`src/rtl/lcnc_pkg.sv`:
```
// shared types, constants and helper functions of the luhn card number check
// no dependencies; imported by every module of the block
`default_nettype none

package lcnc_pkg;

  localparam int unsigned CardW       = 64;
  localparam int unsigned DigitW      = 4;
  localparam int unsigned MaxDigits   = 20;
  localparam int unsigned BcdW        = MaxDigits * DigitW;
  localparam int unsigned BitsPerStep = 4;
  localparam int unsigned ConvSteps   = CardW / BitsPerStep;
  localparam int unsigned CountW      = 5;
  localparam int unsigned VerdictW    = 2;

  localparam logic [VerdictW-1:0] VerdictInvalid = 2'd0;
  localparam logic [VerdictW-1:0] VerdictBrand15 = 2'd1;
  localparam logic [VerdictW-1:0] VerdictBrand16 = 2'd2;
  localparam logic [VerdictW-1:0] VerdictBrand4  = 2'd3;

  localparam logic [CountW-1:0] Len13 = 5'd13;
  localparam logic [CountW-1:0] Len15 = 5'd15;
  localparam logic [CountW-1:0] Len16 = 5'd16;
  localparam logic [CountW-1:0] LenMax = 5'd20;

  localparam logic [DigitW-1:0] Digit1 = 4'd1;
  localparam logic [DigitW-1:0] Digit3 = 4'd3;
  localparam logic [DigitW-1:0] Digit4 = 4'd4;
  localparam logic [DigitW-1:0] Digit5 = 4'd5;
  localparam logic [DigitW-1:0] Digit7 = 4'd7;
  localparam logic [DigitW-1:0] Ten    = 4'd10;

  typedef enum logic [1:0] {
    StIdle,
    StConv,
    StScan,
    StHold
  } lcnc_state_e;

  typedef struct packed {
    logic load;
    logic convert;
    logic shift;
  } lcnc_ctrl_t;

  typedef struct packed {
    logic [DigitW-1:0] sum_mod10;
    logic [CountW-1:0] count;
    logic [DigitW-1:0] lead;
    logic [DigitW-1:0] second;
  } lcnc_scan_t;

  // digit sum of twice a decimal digit
  function automatic logic [DigitW-1:0] doubled_digit_sum(input logic [DigitW-1:0] d);
    logic [DigitW-1:0] r;
    case (d)
      4'd0:    r = 4'd0;
      4'd1:    r = 4'd2;
      4'd2:    r = 4'd4;
      4'd3:    r = 4'd6;
      4'd4:    r = 4'd8;
      4'd5:    r = 4'd1;
      4'd6:    r = 4'd3;
      4'd7:    r = 4'd5;
      4'd8:    r = 4'd7;
      4'd9:    r = 4'd9;
      default: r = 4'd0;
    endcase
    return r;
  endfunction

endpackage

`default_nettype wire

```
`src/rtl/lcnc_bcd_conv.sv`:
```
// binary to bcd converter, shift-and-add-3, a few input bits per cycle,
// then shifts the digits out least significant first; uses lcnc_pkg
`default_nettype none

module lcnc_bcd_conv
  import lcnc_pkg::*;
(
  input  wire logic              clk_i,
  input  wire lcnc_ctrl_t        ctrl_i,
  input  wire logic [CardW-1:0]  card_number_i,
  output logic      [DigitW-1:0] digit_o
);

  logic [CardW-1:0] bin_q, bin_d;
  logic [BcdW-1:0]  bcd_q, bcd_d;

  always_comb begin
    bin_d = bin_q;
    bcd_d = bcd_q;
    if (ctrl_i.load) begin
      bin_d = card_number_i;
      bcd_d = '0;
    end else if (ctrl_i.convert) begin
      for (int s = 0; s < BitsPerStep; s++) begin
        for (int k = 0; k < MaxDigits; k++) begin
          if (bcd_d[k*DigitW +: DigitW] >= Digit5) begin
            bcd_d[k*DigitW +: DigitW] = bcd_d[k*DigitW +: DigitW] + Digit3;
          end
        end
        bcd_d = {bcd_d[BcdW-2:0], bin_d[CardW-1]};
        bin_d = {bin_d[CardW-2:0], 1'b0};
      end
    end else if (ctrl_i.shift) begin
      bcd_d = {{DigitW{1'b0}}, bcd_d[BcdW-1:DigitW]};
    end
  end

  always_ff @(posedge clk_i) begin
    bin_q <= bin_d;
    bcd_q <= bcd_d;
  end

  assign digit_o = bcd_q[DigitW-1:0];

endmodule

`default_nettype wire

```
`src/rtl/lcnc_digit_scan.sv`:
```
// serial digit scanner: luhn sum mod 10, digit count and the two leading
// digits, one per cycle during shift, least significant first; uses lcnc_pkg
`default_nettype none

module lcnc_digit_scan
  import lcnc_pkg::*;
(
  input  wire logic              clk_i,
  input  wire lcnc_ctrl_t        ctrl_i,
  input  wire logic [DigitW-1:0] digit_i,
  output lcnc_scan_t             scan_o
);

  logic [DigitW-1:0] sum_q, sum_d;
  logic [CountW-1:0] count_q, count_d;
  logic [CountW-1:0] pos_q, pos_d;
  logic [DigitW-1:0] lead_q, lead_d;
  logic [DigitW-1:0] second_q, second_d;
  logic [DigitW-1:0] prev_q, prev_d;
  logic [DigitW-1:0] addend;
  logic [DigitW:0]   raw_sum;

  always_comb begin
    // odd positions from the right, rightmost being zero, are doubled
    addend  = pos_q[0] ? doubled_digit_sum(digit_i) : digit_i;
    raw_sum = {1'b0, sum_q} + {1'b0, addend};
    sum_d    = sum_q;
    count_d  = count_q;
    pos_d    = pos_q;
    lead_d   = lead_q;
    second_d = second_q;
    prev_d   = prev_q;
    if (ctrl_i.load) begin
      sum_d    = '0;
      count_d  = '0;
      pos_d    = '0;
      lead_d   = '0;
      second_d = '0;
      prev_d   = '0;
    end else if (ctrl_i.shift) begin
      if (raw_sum >= {1'b0, Ten}) begin
        sum_d = DigitW'(raw_sum - {1'b0, Ten});
      end else begin
        sum_d = raw_sum[DigitW-1:0];
      end
      // highest nonzero digit so far fixes length and leading pair
      if (digit_i != '0) begin
        count_d  = pos_q + 1'b1;
        lead_d   = digit_i;
        second_d = prev_q;
      end
      prev_d = digit_i;
      pos_d  = pos_q + 1'b1;
    end
  end

  always_ff @(posedge clk_i) begin
    sum_q    <= sum_d;
    count_q  <= count_d;
    pos_q    <= pos_d;
    lead_q   <= lead_d;
    second_q <= second_d;
    prev_q   <= prev_d;
  end

  assign scan_o.sum_mod10 = sum_q;
  assign scan_o.count     = count_q;
  assign scan_o.lead      = lead_q;
  assign scan_o.second    = second_q;

endmodule

`default_nettype wire

```
`src/rtl/luhn_card_number_check_core.sv`:
```
// Luhn card number check, top level: sequencer, brand classification and
// result register; uses lcnc_pkg, lcnc_bcd_conv and lcnc_digit_scan
`default_nettype none

// One card number item is taken while card_number_ready_o is high. It is
// converted to 20 decimal digits by a shift-and-add-3 converter at four input
// bits per cycle, then the digits are shifted out one per cycle into the Luhn
// accumulator, which also finds the digit count and the two leading digits.
// The hold state then classifies and loads the result register, stalling
// while a previous result still waits; a new item is taken only once this
// load is done. The result register lets the next item be taken while the
// previous result still waits for result_ready_i.
module luhn_card_number_check_core
  import lcnc_pkg::*;
(
  input  wire logic                clk_i,
  input  wire logic                rst_ni,
  input  wire logic                card_number_valid_i,
  output logic                     card_number_ready_o,
  input  wire logic [CardW-1:0]    card_number_i,
  output logic                     result_valid_o,
  input  wire logic                result_ready_i,
  output logic      [VerdictW-1:0] verdict_o,
  output logic                     luhn_ok_o,
  output logic      [CountW-1:0]   digit_count_o
);

  lcnc_state_e       state_q, state_d;
  logic [CountW-1:0] cnt_q, cnt_d;
  logic              out_valid_q, out_valid_d;
  logic              out_load;
  lcnc_ctrl_t        ctrl;
  logic [DigitW-1:0] digit;
  lcnc_scan_t        scan;

  logic [VerdictW-1:0] verdict_q, verdict_d;
  logic                luhn_ok_q, luhn_ok_d;
  logic [CountW-1:0]   count_q;

  lcnc_bcd_conv u_bcd_conv (
    .clk_i         (clk_i),
    .ctrl_i        (ctrl),
    .card_number_i (card_number_i),
    .digit_o       (digit)
  );

  lcnc_digit_scan u_digit_scan (
    .clk_i   (clk_i),
    .ctrl_i  (ctrl),
    .digit_i (digit),
    .scan_o  (scan)
  );

  always_comb begin
    state_d             = state_q;
    cnt_d               = cnt_q;
    ctrl                = '0;
    out_load            = 1'b0;
    card_number_ready_o = 1'b0;
    case (state_q)
      StIdle: begin
        card_number_ready_o = 1'b1;
        if (card_number_valid_i) begin
          ctrl.load = 1'b1;
          cnt_d     = '0;
          state_d   = StConv;
        end
      end
      StConv: begin
        ctrl.convert = 1'b1;
        cnt_d        = cnt_q + 1'b1;
        if (cnt_q == CountW'(ConvSteps - 1)) begin
          cnt_d   = '0;
          state_d = StScan;
        end
      end
      StScan: begin
        ctrl.shift = 1'b1;
        cnt_d      = cnt_q + 1'b1;
        if (cnt_q == CountW'(MaxDigits - 1)) begin
          cnt_d   = '0;
          state_d = StHold;
        end
      end
      StHold: begin
        if (!out_valid_q || result_ready_i) begin
          out_load = 1'b1;
          state_d  = StIdle;
        end
      end
      default: state_d = StIdle;
    endcase
  end

  // brand classification, only when the luhn sum passes
  always_comb begin
    luhn_ok_d = (scan.sum_mod10 == '0);
    verdict_d = VerdictInvalid;
    if (luhn_ok_d) begin
      if (scan.count == Len15 && scan.lead == Digit3 &&
          (scan.second == Digit4 || scan.second == Digit7)) begin
        verdict_d = VerdictBrand15;
      end else if (scan.count == Len16 && scan.lead == Digit5 &&
                   scan.second >= Digit1 && scan.second <= Digit5) begin
        verdict_d = VerdictBrand16;
      end else if ((scan.count == Len13 || scan.count == Len16) &&
                   scan.lead == Digit4) begin
        verdict_d = VerdictBrand4;
      end
    end
  end

  always_comb begin
    out_valid_d = out_valid_q;
    if (out_load) begin
      out_valid_d = 1'b1;
    end else if (result_ready_i) begin
      out_valid_d = 1'b0;
    end
  end

  always_ff @(posedge clk_i or negedge rst_ni) begin
    if (!rst_ni) begin
      state_q     <= StIdle;
      cnt_q       <= '0;
      out_valid_q <= 1'b0;
    end else begin
      state_q     <= state_d;
      cnt_q       <= cnt_d;
      out_valid_q <= out_valid_d;
    end
  end

  always_ff @(posedge clk_i) begin
    if (out_load) begin
      verdict_q <= verdict_d;
      luhn_ok_q <= luhn_ok_d;
      count_q   <= scan.count;
    end
  end

  assign result_valid_o = out_valid_q;
  assign verdict_o      = verdict_q;
  assign luhn_ok_o      = luhn_ok_q;
  assign digit_count_o  = count_q;

endmodule

`default_nettype wire

```
`config.mk`:
```
export PLATFORM = sky130hd
export DESIGN_NAME = luhn_card_number_check_core
export DESIGN_NICKNAME = d
export VERILOG_FILES = /design/src/rtl/lcnc_pkg.sv /design/src/rtl/lcnc_bcd_conv.sv /design/src/rtl/lcnc_digit_scan.sv /design/src/rtl/luhn_card_number_check_core.sv
export SDC_FILE = /design/constraint.sdc
export NUM_CORES = 1
export LEC_CHECK = 0
export ABC_AREA = 1
export BUFFER_PORTS_ARGS = -buffer_cell sky130_fd_sc_hd__buf_4
export CAP_MARGIN = 20
export CELL_PAD_IN_SITES_DETAIL_PLACEMENT = 1
export CELL_PAD_IN_SITES_GLOBAL_PLACEMENT = 1
export CORE_MARGIN = 2
export CORE_UTILIZATION = 45
export DETAILED_ROUTE_END_ITERATION = 7
export PLACE_DENSITY_LB_ADDON = 0.1
export SYNTH_ARGS = -nofsm -noshare
export SYNTH_HDL_FRONTEND = slang
export SYNTH_SLANG_ARGS = --single-unit
```
`constraint.sdc`:
```
create_clock -name clk_i -period 4.7 [get_ports clk_i]
set_input_delay 0.94 -clock clk_i [delete_from_list [all_inputs] [get_ports clk_i]]
set_output_delay 0.94 -clock clk_i [all_outputs]
set_load 0.02 [all_outputs]
```
==> results of run 1 <==
## cells by family (layout without fill, tap and decap cells)
family,after synthesis,after routing,synth area share
AND/OR/NAND/NOR,1075,1075,0.2684
XOR/XNOR,81,81,0.04704
buffers and inverters,466,529,0.1049
flip-flops,190,190,0.2737
AO/OA/AOI/OAI,530,530,0.1742
adder cells (fa/ha/maj),175,175,0.1317
## worst register-to-register path, stage by stage (launching register included)
cell	delay, ns
sky130_fd_sc_hd__dfxtp_1	0.38
sky130_fd_sc_hd__inv_1	0.12
sky130_fd_sc_hd__ha_1	0.21
sky130_fd_sc_hd__inv_1	0.08
sky130_fd_sc_hd__nor2_1	0.07
sky130_fd_sc_hd__o21bai_2	0.21
sky130_fd_sc_hd__xor2_2	0.22
sky130_fd_sc_hd__ha_1	0.21
sky130_fd_sc_hd__inv_1	0.06
sky130_fd_sc_hd__or2_2	0.28
sky130_fd_sc_hd__nand2_1	0.11
sky130_fd_sc_hd__nand2_1	0.11
sky130_fd_sc_hd__xor2_2	0.24
sky130_fd_sc_hd__ha_1	0.25
sky130_fd_sc_hd__inv_1	0.07
sky130_fd_sc_hd__o211ai_1	0.24
sky130_fd_sc_hd__nand2_2	0.17
sky130_fd_sc_hd__xor2_4	0.23
sky130_fd_sc_hd__ha_1	0.22
sky130_fd_sc_hd__inv_1	0.06
sky130_fd_sc_hd__o211ai_1	0.28
sky130_fd_sc_hd__nand2_1	0.16
sky130_fd_sc_hd__nand2_1	0.11
sky130_fd_sc_hd__nand3_1	0.08
sky130_fd_sc_hd__nand2_1	0.10
sky130_fd_sc_hd__a21oi_1	0.06
## path summary, 6_finish.rpt
path / from / endpoint / slack, ns
hold / removal: rst_ni / result_valid_o$_DFFE_PN0P_ / 0.30
max in group asynchronous: rst_ni / cnt_q[2]$_DFFE_PN0P_ / 4.26
setup / recovery: u_bcd_conv.bcd_q[36]$_SDFFE_PP0N_ / u_bcd_conv.bcd_q[37]$_SDFFE_PP0N_ / 0.22
min in group clk_i: u_digit_scan.count_q[0]$_SDFFE_PP0P_ / digit_count_o[0]$_DFFE_PP_ / 0.44
hold reg to reg: u_digit_scan.count_q[0]$_SDFFE_PP0P_ / digit_count_o[0]$_DFFE_PP_ / 0.44
setup reg to reg: u_bcd_conv.bcd_q[36]$_SDFFE_PP0N_ / u_bcd_conv.bcd_q[37]$_SDFFE_PP0N_ / 0.22
## per-stage QoR
stage	instances	TNS, ns
after global routing	3048	-0.6030
after global placement	3008	0
after detailed placement	3008	0
after CTS	3039	0
final	3048	0
after floorplan	2517	0
## layout make-up
type / instances / share of cell area
multi-input combinational: 1861 / 0.5703
sequential: 190 / 0.2461
inverter: 403 / 0.08161
timing repair buffer: 95 / 0.03841
tap: 468 / 0.03154
clock buffer: 18 / 0.02312
clock inverter: 13 / 0.008963
## metal layers
metal,up-vias,part of all wire,routed length (um)
met1,7603,0.46,20670
met2,130,0.50,22520
met4,0,0.0093,419
li1,8171,-,-
met5,-,0,0
met3,39,0.030,1330
## timing repair
action | CTS | global route
endpoints found under the hold margin | 0 | 0
endpoints found under the setup margin | 0 | 27
buffers inserted | 0 | 9
gates resized for setup | 0 | 30
## placed cells by master (no fill, tap or decap), types with 15 or more instances in the layout
master,instances
sky130_fd_sc_hd__edfxtp_1,72
sky130_fd_sc_hd__o21ai_1,65
sky130_fd_sc_hd__clkbuf_16,17
sky130_fd_sc_hd__ha_1,172
sky130_fd_sc_hd__o21ai_2,21
sky130_fd_sc_hd__a21oi_1,209
sky130_fd_sc_hd__nand2_2,17
sky130_fd_sc_hd__nand3_2,15
sky130_fd_sc_hd__nor3_1,15
sky130_fd_sc_hd__nand2_1,728
sky130_fd_sc_hd__dfxtp_1,107
sky130_fd_sc_hd__nand3_1,135
sky130_fd_sc_hd__buf_4,95
sky130_fd_sc_hd__xor2_1,46
sky130_fd_sc_hd__inv_2,26
sky130_fd_sc_hd__nor2_1,121
sky130_fd_sc_hd__o21ai_0,172
sky130_fd_sc_hd__o211ai_1,42
sky130_fd_sc_hd__inv_1,374
sky130_fd_sc_hd__xor2_2,25
## registers in the layout, summed over array words and instances, names as in the netlist, 5 cells and up, named ones only
name and count:
u_digit_scan.count_q 5, u_bcd_conv.bin_q 64, cnt_q 5, u_digit_scan.pos_q 5
digit_count_o 5, u_bcd_conv.bcd_q 80
==> impl_metrics.env, run 1 <==
export IMPL_count_of_unique_library_cells_instantiated_by_yosys=43
export IMPL_critPathKind="reg2reg"
export IMPL_tritoncts_num_sinks=190
export IMPL_minimum_clock_period_ns=4.480
export IMPL_hold_violations=0
export IMPL_insertedDiodeCount=0
export IMPL_drt_wirelength_per_cell_um=14.74
export IMPL_design_portCount=78
export IMPL_fmax_ghz=0.2232
export IMPL_worstSetupPathDepth=25
export IMPL_maxSlewViolCount=0
export IMPL_grt_max_degree=90
export IMPL_route_detailed_vias_per_inst=5.231
export IMPL_outcome="finished clean"
export IMPL_area_growth_syn_to_layout_pct=11.32
export IMPL_synth_avg_cell_area_sq_um=6.626
export IMPL_cts_buffer_depth=2
export IMPL_ys_seq_area_frac=0.2737
export IMPL_critPathBufInv=5
export IMPL_rr_worst_depth=25
export IMPL_critical_path_max_stage_delay_ns=0.38
export IMPL_cpLargestDelayFamily="simple AND/OR/NAND/NOR gates"
export IMPL_fin_crit_sh=0.9532
export IMPL_detail_route_wirelength_um=44940
export IMPL_met3_track_usage_gr=0.03747
export IMPL_holdBufCountCts=0
export IMPL_numCtsBuffers=17
export IMPL_die_width_um=196.5
export IMPL_final_area_sq_um=18570
export IMPL_timing_worst_slew_pin_value_ns=1.102
export IMPL_globalRoute_busiestLayer="met2"
export IMPL_placement_io_buffers=77
export IMPL_grt_antenna_before_repair=0
export IMPL_area_share_of_the_largest_cell_type_after_synthesis=0.1645
export IMPL_setup_violations_final=0
export IMPL_timing_critical_path_fanout_max=5
export IMPL_post_synth_instance_area_sq_um=16680
export IMPL_remaining_drc_errors=0
export IMPL_hpwlAfterDp_um=33300
export IMPL_use_met1=0.2860
export IMPL_first_global_vias=16333
export IMPL_fp_dieArea_sq_um=38620
export IMPL_final_core_util=0.5083
export IMPL_most_repeated_cell_in_the_gate_level_netlist_after_synthesis="sky130_fd_sc_hd__nand2_1"
export IMPL_max_cap_violations=0
export IMPL_hold_worst_slack_ns=0.3043
export IMPL_detailed_place_area_sq_um=17690
export IMPL_slowest_stage="sky130_fd_sc_hd__dfxtp_1"
export IMPL_async_reset_ff_frac=0.04211
export IMPL_worstPathArrival_ns=4.76
export IMPL_synth_area_leader_cell="sky130_fd_sc_hd__nand2_1"
export IMPL_worst_clock_skew_ns=0.01400
export IMPL_placement_setup_worst_slack_ns=0.08495
export IMPL_total_congestion_overflow=0
export IMPL_worst_slew_margin_rel=0.2653
export IMPL_via_count=15943
export IMPL_yosysWarningCount=0
export IMPL_drt_pass1_iter_count=4
export IMPL_register_area_sq_um=4568
export IMPL_postLayoutSetupSlackWorst_ns=0.2198
export IMPL_initial_utilization=0.4566
export IMPL_cts_tree="done"
export IMPL_category_of_the_worst_setup_path_launch_point="register"
export IMPL_largest_cells_by_area_after_synthesis="sky130_fd_sc_hd__nand2_1 (16%), sky130_fd_sc_hd__dfxtp_1 (13%), sky130_fd_sc_hd__ha_1 (13%), sky130_fd_sc_hd__edfxtp_1 (13%), sky130_fd_sc_hd__inv_1 (8.4%)"
export IMPL_global_placement_routability_congestion=0.7975
export IMPL_die_height_um=196.5
export IMPL_synth_nets=2760
export IMPL_grt_util_all_layers=0.2316
export IMPL_post_synth_edffs=72
export IMPL_clock_insertion_delay_worst_skew_ns=0.45
export IMPL_cts_max_level=4
export IMPL_cp_required_ns=4.98
export IMPL_drtAntennaViolNets=0
export IMPL_finalNetCount=2811
export IMPL_core_area_sq_um=36520
export IMPL_placement_rows=70
export IMPL_num_fill_cells=4847
export IMPL_synth_seq_cells=190
export IMPL_rsz0062_at_grt="yes"
export IMPL_cts_clk_slew_worst_paths_ns=0.07
export IMPL_multi_input_area_sq_um=10590
export IMPL_leading_cell_types_by_count_after_synthesis="sky130_fd_sc_hd__nand2_1 (731), sky130_fd_sc_hd__inv_1 (374), sky130_fd_sc_hd__a21oi_1 (209)"
export IMPL_cts_root_buffer_cell="sky130_fd_sc_hd__clkbuf_16"
export IMPL_min_path_type="in2async"
export IMPL_drive_gt1_frac=0.1031
export IMPL_use_met2=0.4257
export IMPL_netlist_instances=2517
export IMPL_violation_count_after_the_first_detailed_route_iteration=593
export IMPL_grt_first_pass_wirelength_um=75110
export IMPL_synth_top_flop_cell="sky130_fd_sc_hd__dfxtp_1"
export IMPL_endpoint_kind="register"
Power of run 1 is not shown: default switching activity piles up to over one toggle a cycle in this logic, so the estimate is an artifact.
==> run 2: changes to the inputs <==
--- a/config.mk
+++ b/config.mk
@@ -5,7 +5,6 @@
 export SDC_FILE = /design/constraint.sdc
 export NUM_CORES = 1
 export LEC_CHECK = 0
-export ABC_AREA = 1
 export BUFFER_PORTS_ARGS = -buffer_cell sky130_fd_sc_hd__buf_4
 export CAP_MARGIN = 20
 export CELL_PAD_IN_SITES_DETAIL_PLACEMENT = 1
==> impl_metrics.env, run 2 <==
export IMPL_fmax_ghz=0.2071
export IMPL_design_portCount=78
export IMPL_most_common_layout_cells="sky130_fd_sc_hd__nand2_1 (309), sky130_fd_sc_hd__buf_4 (193), sky130_fd_sc_hd__inv_1 (172)"
export IMPL_area_share_of_the_largest_cell_type_after_synthesis=0.1311
export IMPL_hold_violations=0
export IMPL_critPathKind="reg2reg"
export IMPL_worst_path_most_repeated_cell="sky130_fd_sc_hd__nand2b_4"
export IMPL_max_cap_violations=0
export IMPL_endpoint_kind="register"
export IMPL_detail_route_wirelength_um=47030
export IMPL_initial_utilization=0.4578
export IMPL_grt_first_pass_wirelength_um=75010
export IMPL_timing_reg2reg_setup_slack_ns=-0.13
export IMPL_via_count=15142
export IMPL_regToRegStartpoint="u_bcd_conv.bcd_q[1]$_SDFFE_PP0N_"
export IMPL_most_repeated_cell_in_the_gate_level_netlist_after_synthesis="sky130_fd_sc_hd__nand2_1"
export IMPL_post_synth_edffs=72
export IMPL_count_of_unique_library_cells_instantiated_by_yosys=86
export IMPL_holdBufCountCts=0
export IMPL_insertedDiodeCount=0
export IMPL_register_ranked_first_by_flip_flop_count="u_bcd_conv.bcd_q"
export IMPL_grt_util_all_layers=0.2325
export IMPL_worstPathArrival_ns=5.20
export IMPL_maxSlewViolCount=0
export IMPL_cts_tree="done"
export IMPL_total_congestion_overflow=0
export IMPL_max_reg_flops=80
export IMPL_grt_antenna_before_repair=0
export IMPL_timing_critical_path_fanout_max=6
export IMPL_core_area_sq_um=36700
export IMPL_netlist_instances=2044
export IMPL_synth_nets=2287
export IMPL_critical_path_max_stage_delay_ns=0.41
export IMPL_fin_crit_sh=1.027
export IMPL_worst_slew_margin_rel=0.3619
export IMPL_synth_seq_cells=190
export IMPL_synth_area_leader_cell="sky130_fd_sc_hd__dfxtp_1"
export IMPL_postLayoutSetupSlackWorst_ns=-0.1286
export IMPL_ys_seq_area_frac=0.2717
export IMPL_global_placement_routability_congestion=0.7959
export IMPL_largest_cells_by_area_after_synthesis="sky130_fd_sc_hd__dfxtp_1 (13%), sky130_fd_sc_hd__ha_1 (13%), sky130_fd_sc_hd__edfxtp_1 (13%), sky130_fd_sc_hd__nand2_1 (7.0%), sky130_fd_sc_hd__mux2i_1 (6.1%)"
export IMPL_setup_violations_final=4
export IMPL_grt_max_degree=64
export IMPL_synth_avg_cell_area_sq_um=8.219
export IMPL_hpwlAfterDp_um=33280
export IMPL_async_reset_ff_frac=0.04211
export IMPL_cts_max_level=4
export IMPL_rr_worst_depth=25
export IMPL_violation_count_after_the_first_detailed_route_iteration=707
export IMPL_rsz0062_at_grt="yes"
export IMPL_drtAntennaViolNets=0
export IMPL_slowest_stage="sky130_fd_sc_hd__or3_4"
export IMPL_worst_clock_skew_ns=0.01155
export IMPL_fp_dieArea_sq_um=38890
export IMPL_layout_commonest_cell="sky130_fd_sc_hd__nand2_1"
export IMPL_category_of_the_worst_setup_path_launch_point="register"
export IMPL_drt_wirelength_per_cell_um=17.56
export IMPL_post_synth_instance_area_sq_um=16800
export IMPL_minimum_clock_period_ns=4.829
export IMPL_clock_insertion_delay_worst_skew_ns=0.45
export IMPL_yosysWarningCount=0
export IMPL_cts_clk_slew_worst_paths_ns=0.08
export IMPL_min_path_type="in2async"
export IMPL_numCtsBuffers=17
export IMPL_synth_top_flop_cell="sky130_fd_sc_hd__dfxtp_1"
export IMPL_critPathBufInv=1
export IMPL_cts_root_buffer_cell="sky130_fd_sc_hd__clkbuf_16"
export IMPL_cpLargestDelayFamily="simple AND/OR/NAND/NOR gates"
export IMPL_die_height_um=197.2
export IMPL_cts_buffer_depth=2
export IMPL_critical_path_startpoint="u_bcd_conv.bcd_q[1]$_SDFFE_PP0N_"
export IMPL_placement_io_buffers=77
export IMPL_drive_gt1_frac=0.2270
export IMPL_worstSetupPathDepth=25
export IMPL_finalNetCount=2441
export IMPL_route_detailed_vias_per_inst=5.652
export IMPL_timing_worst_slew_pin_value_ns=0.9549
export IMPL_remaining_drc_errors=0
export IMPL_tritoncts_num_sinks=190
export IMPL_drt_pass1_iter_count=5
export IMPL_outcome="finished with violations"
export IMPL_setup_total_negative_slack_ns=-0.4159
export IMPL_failed_checks="negative setup slack"
export IMPL_layout_top_registers="u_bcd_conv.bcd_q x80, u_bcd_conv.bin_q x64"
export IMPL_area_growth_syn_to_layout_pct=20.13
export IMPL_placement_rows=70
export IMPL_first_global_vias=15312
export IMPL_leading_cell_types_by_count_after_synthesis="sky130_fd_sc_hd__nand2_1 (312), sky130_fd_sc_hd__inv_1 (175), sky130_fd_sc_hd__ha_1 (174)"
export IMPL_cp_required_ns=5.07
export IMPL_die_width_um=197.2
-- run 2: cells by family after synthesis --
| logic type | Yosys count | synth area share |
|---|---|---|
| AND/OR/NAND/NOR | 664 | 0.1894 |
| buffers and inverters | 238 | 0.05452 |
| AO/OA/AOI/OAI | 521 | 0.2012 |
| flip-flops | 190 | 0.2717 |
| XOR/XNOR | 88 | 0.04588 |
| multiplexers | 168 | 0.1065 |
| adder cells (fa/ha/maj) | 175 | 0.1308 |
-- run 2: worst reg2reg max path: cells and delay by family (launching register included) --
family	cells	cell delay, ns
muxes	3	0.64
AOI/OAI and AO/OA	2	0.37
DFF	1	0.36
xor gates and xnor gates	1	0.29
buffers and inverters	1	0.05
and+or+nand+nor	14	2.35
adders and majority gates	4	0.70
-- run 2: area by class of cell --
cell class                      count  area, sq um
Clock buffer                       18        429.2
Multi-Input combinational cell   1616        12290
Inverter                          178        670.6
Clock inverter                     14        148.9
Tap cell                          468        585.6
Timing Repair Buffer              195         1475
Fill cell                        4351        16520
Sequential cell                   190         4581
-- run 2: worst min path at each step --
stage                                                  endpoint  cells past startpoint
after global routing                     state_q[1]$_DFFE_PN0P_                      1
after CTS                                  cnt_q[1]$_DFFE_PN0P_                      1
after detailed placement  u_digit_scan.second_q[1]$_SDFFE_PP0P_                      2
after global placement    u_digit_scan.second_q[1]$_SDFFE_PP0P_                      2
final                                    state_q[1]$_DFFE_PN0P_                      1
after floorplan           u_digit_scan.second_q[0]$_SDFFE_PP0P_                      2
-- run 2: metal layers --
metal  part of all wire  up-vias  global-route usage
li1                   -     7475                   -
met1               0.45     7511              0.2876
met2               0.52      123              0.4302
met3              0.017       33             0.03073
met4              0.011        0             0.04595
met5                  0        -                   0
-- run 2: what timing repair did --
action / 4_1_cts / 5_1_grt
resized for setup: 39 / 164
pin swaps: 17 / 47
buffers inserted: 9 / 42
setup endpoints to repair: 18 / 77
-- run 2: through the flow --
step / instance area (sq um) / utilization / hold slack (ns) / setup WS [ns] / std cells
after floorplan: 16830 / - / 0.4312 / 0.004678 / 2044
after global placement: 18270 / 0.4978 / 0.4400 / -0.05658 / 2595
after detailed placement: 18270 / 0.4978 / 0.4529 / -0.3483 / 2595
after CTS: 19090 / 0.5202 / 0.2786 / 0.003356 / 2636
after global routing: 20180 / 0.5499 / 0.2811 / -0.4045 / 2679
final: 20180 / 0.5499 / 0.2996 / -0.1286 / 2679
Power of run 2 is left out for the same reason.
==> run 3: changes to the inputs <==
--- a/config.mk
+++ b/config.mk
@@ -11,6 +11,7 @@
 export CELL_PAD_IN_SITES_GLOBAL_PLACEMENT = 1
 export CORE_MARGIN = 2
 export CORE_UTILIZATION = 45
+export CTS_BUF_LIST = sky130_fd_sc_hd__clkbuf_4 sky130_fd_sc_hd__clkbuf_8 sky130_fd_sc_hd__clkbuf_16
 export DETAILED_ROUTE_END_ITERATION = 7
 export PLACE_DENSITY_LB_ADDON = 0.1
 export SYNTH_ARGS = -nofsm -noshare
==> impl_metrics.env, run 3 (synthesis results as in run 2) <==
export IMPL_outcome="finished with violations"
export IMPL_failed_checks="negative setup slack"
export IMPL_setup_violations_final=4
export IMPL_route_detailed_vias_per_inst=5.651
export IMPL_layout_top_registers="u_bcd_conv.bcd_q x80, u_bcd_conv.bin_q x64"
export IMPL_num_fill_cells=4343
export IMPL_grt_first_pass_wirelength_um=74890
export IMPL_cts_root_buffer_cell="sky130_fd_sc_hd__clkbuf_16"
export IMPL_max_reg_flops=80
export IMPL_critical_path_max_stage_delay_ns=0.41
export IMPL_cts_clk_slew_worst_paths_ns=0.07
export IMPL_design_portCount=78
export IMPL_critPathBufInv=1
export IMPL_worstSetupPathDepth=25
export IMPL_drt_pass1_iter_count=4
export IMPL_grt_max_degree=64
export IMPL_hold_worst_slack_ns=0.3073
export IMPL_category_of_the_worst_setup_path_launch_point="register"
export IMPL_area_growth_syn_to_layout_pct=20.20
export IMPL_numCtsBuffers=17
export IMPL_drt_wirelength_per_cell_um=17.50
export IMPL_fp_dieArea_sq_um=38890
export IMPL_register_ranked_first_by_flip_flop_count="u_bcd_conv.bcd_q"
export IMPL_total_congestion_overflow=0
export IMPL_insertedDiodeCount=0
export IMPL_grt_antenna_before_repair=0
export IMPL_register_area_sq_um=4581
export IMPL_cts_tree="done"
export IMPL_fin_crit_sh=1.026
export IMPL_finalNetCount=2441
export IMPL_cts_buffer_depth=2
export IMPL_postLayoutSetupSlackWorst_ns=-0.1243
export IMPL_minimum_clock_period_ns=4.824
export IMPL_min_path_type="in2async"
export IMPL_worstPathArrival_ns=5.19
export IMPL_critPathKind="reg2reg"
export IMPL_hpwlAfterDp_um=33280
export IMPL_first_global_vias=15297
export IMPL_tritoncts_num_sinks=190
export IMPL_worst_clock_skew_ns=0.01085
export IMPL_worst_path_most_repeated_cell="sky130_fd_sc_hd__nand2b_4"
export IMPL_violation_count_after_the_first_detailed_route_iteration=668
export IMPL_rsz0062_at_grt="yes"
export IMPL_cts_max_level=4
export IMPL_endpoint_kind="register"
export IMPL_multi_input_area_sq_um=12300
export IMPL_die_height_um=197.2
export IMPL_timing_critical_path_fanout_max=6
export IMPL_fmax_ghz=0.2073
export IMPL_detail_route_wirelength_um=46880
export IMPL_drive_gt1_frac=0.2275
export IMPL_slowest_stage="sky130_fd_sc_hd__or3_4"
export IMPL_maxSlewViolCount=0
export IMPL_remaining_drc_errors=0
export IMPL_drtAntennaViolNets=0
export IMPL_initial_utilization=0.4578
export IMPL_cp_required_ns=5.07
export IMPL_grt_util_all_layers=0.2319
export IMPL_layout_commonest_cell="sky130_fd_sc_hd__nand2_1"
export IMPL_timing_reg2reg_setup_slack_ns=-0.12
export IMPL_placement_rows=70
export IMPL_via_count=15138
export IMPL_rr_worst_depth=25
export IMPL_core_area_sq_um=36700
export IMPL_worst_slew_margin_rel=0.3643
export IMPL_global_placement_routability_congestion=0.7959
export IMPL_die_width_um=197.2
export IMPL_timing_worst_slew_pin_value_ns=0.9513
export IMPL_cpLargestDelayFamily="simple AND/OR/NAND/NOR gates"
export IMPL_placement_io_buffers=77
export IMPL_regToRegStartpoint="u_bcd_conv.bcd_q[1]$_SDFFE_PP0N_"
export IMPL_most_common_layout_cells="sky130_fd_sc_hd__nand2_1 (309), sky130_fd_sc_hd__buf_4 (193), sky130_fd_sc_hd__inv_1 (172)"
export IMPL_clock_insertion_delay_worst_skew_ns=0.44
export IMPL_max_cap_violations=0
export IMPL_hold_violations=0
## run 3: cell counts in the layout (fill, tap and decap cells not counted)
No cell type changed its count.
## run 3: what timing repair did
item / 4_1_cts / 5_1_grt
setup endpoints to repair: 18 / 77
setup buffers: 9 / 42
resized for setup: 39 / 165
pin swaps: 17 / 47
hold buffers: 0 / 0
## run 3: cell type report
| type | count | area share |
|---|---|---|
| flip-flops and latches | 190 | 0.2268 |
| clock buffers | 18 | 0.02144 |
| repair buffers | 195 | 0.07305 |
| well taps | 468 | 0.02900 |
| inverters | 178 | 0.03321 |
| multi-input cells | 1616 | 0.6091 |
| clock inverters | 14 | 0.007373 |
## run 3: worst max-delay path by stage
| stage | from | to | slack [ns] |
|---|---|---|---|
| 2_1_floorplan | u_bcd_conv.bcd_q[0]$_SDFFE_PP0N_ | register | 0.005 |
| 3_3_place_gp | u_bcd_conv.bcd_q[1]$_SDFFE_PP0N_ | register | -0.06 |
| 3_5_place_dp | u_bcd_conv.bcd_q[1]$_SDFFE_PP0N_ | register | -0.35 |
| 4_1_cts | u_bcd_conv.bcd_q[25]$_SDFFE_PP0N_ | u_bcd_conv.bcd_q[30]$_SDFFE_PP0N_ | 0.003 |
| 5_1_grt | u_bcd_conv.bcd_q[1]$_SDFFE_PP0N_ | register | -0.40 |
| 6_report | u_bcd_conv.bcd_q[1]$_SDFFE_PP0N_ | register | -0.12 |
## run 3: routing by layer
metal  up-vias  share of wire  GRT usage
met4         0          0.010    0.04372
met3        34          0.020    0.03056
li1       7486              -          -
met5         -              0          0
met1      7484           0.45     0.2877
met2       134           0.52     0.4293
## run 3: metrics by stage
stage / worst slack (ns) / setup TNS, ns / instances / utilization / instance area (sq um)
CTS: 0.003356 / 0 / 2636 / 0.5203 / 19090
global placement: -0.05658 / -0.07629 / 2595 / 0.4978 / 18270
detailed placement: -0.3483 / -2.051 / 2595 / 0.4978 / 18270
finish: -0.1243 / -0.4162 / 2679 / 0.5503 / 20190
global route: -0.4045 / -2.256 / 2679 / 0.5503 / 20190
floorplan: 0.004678 / 0 / 2044 / - / 16830
Power of run 3 is left out for the same reason.
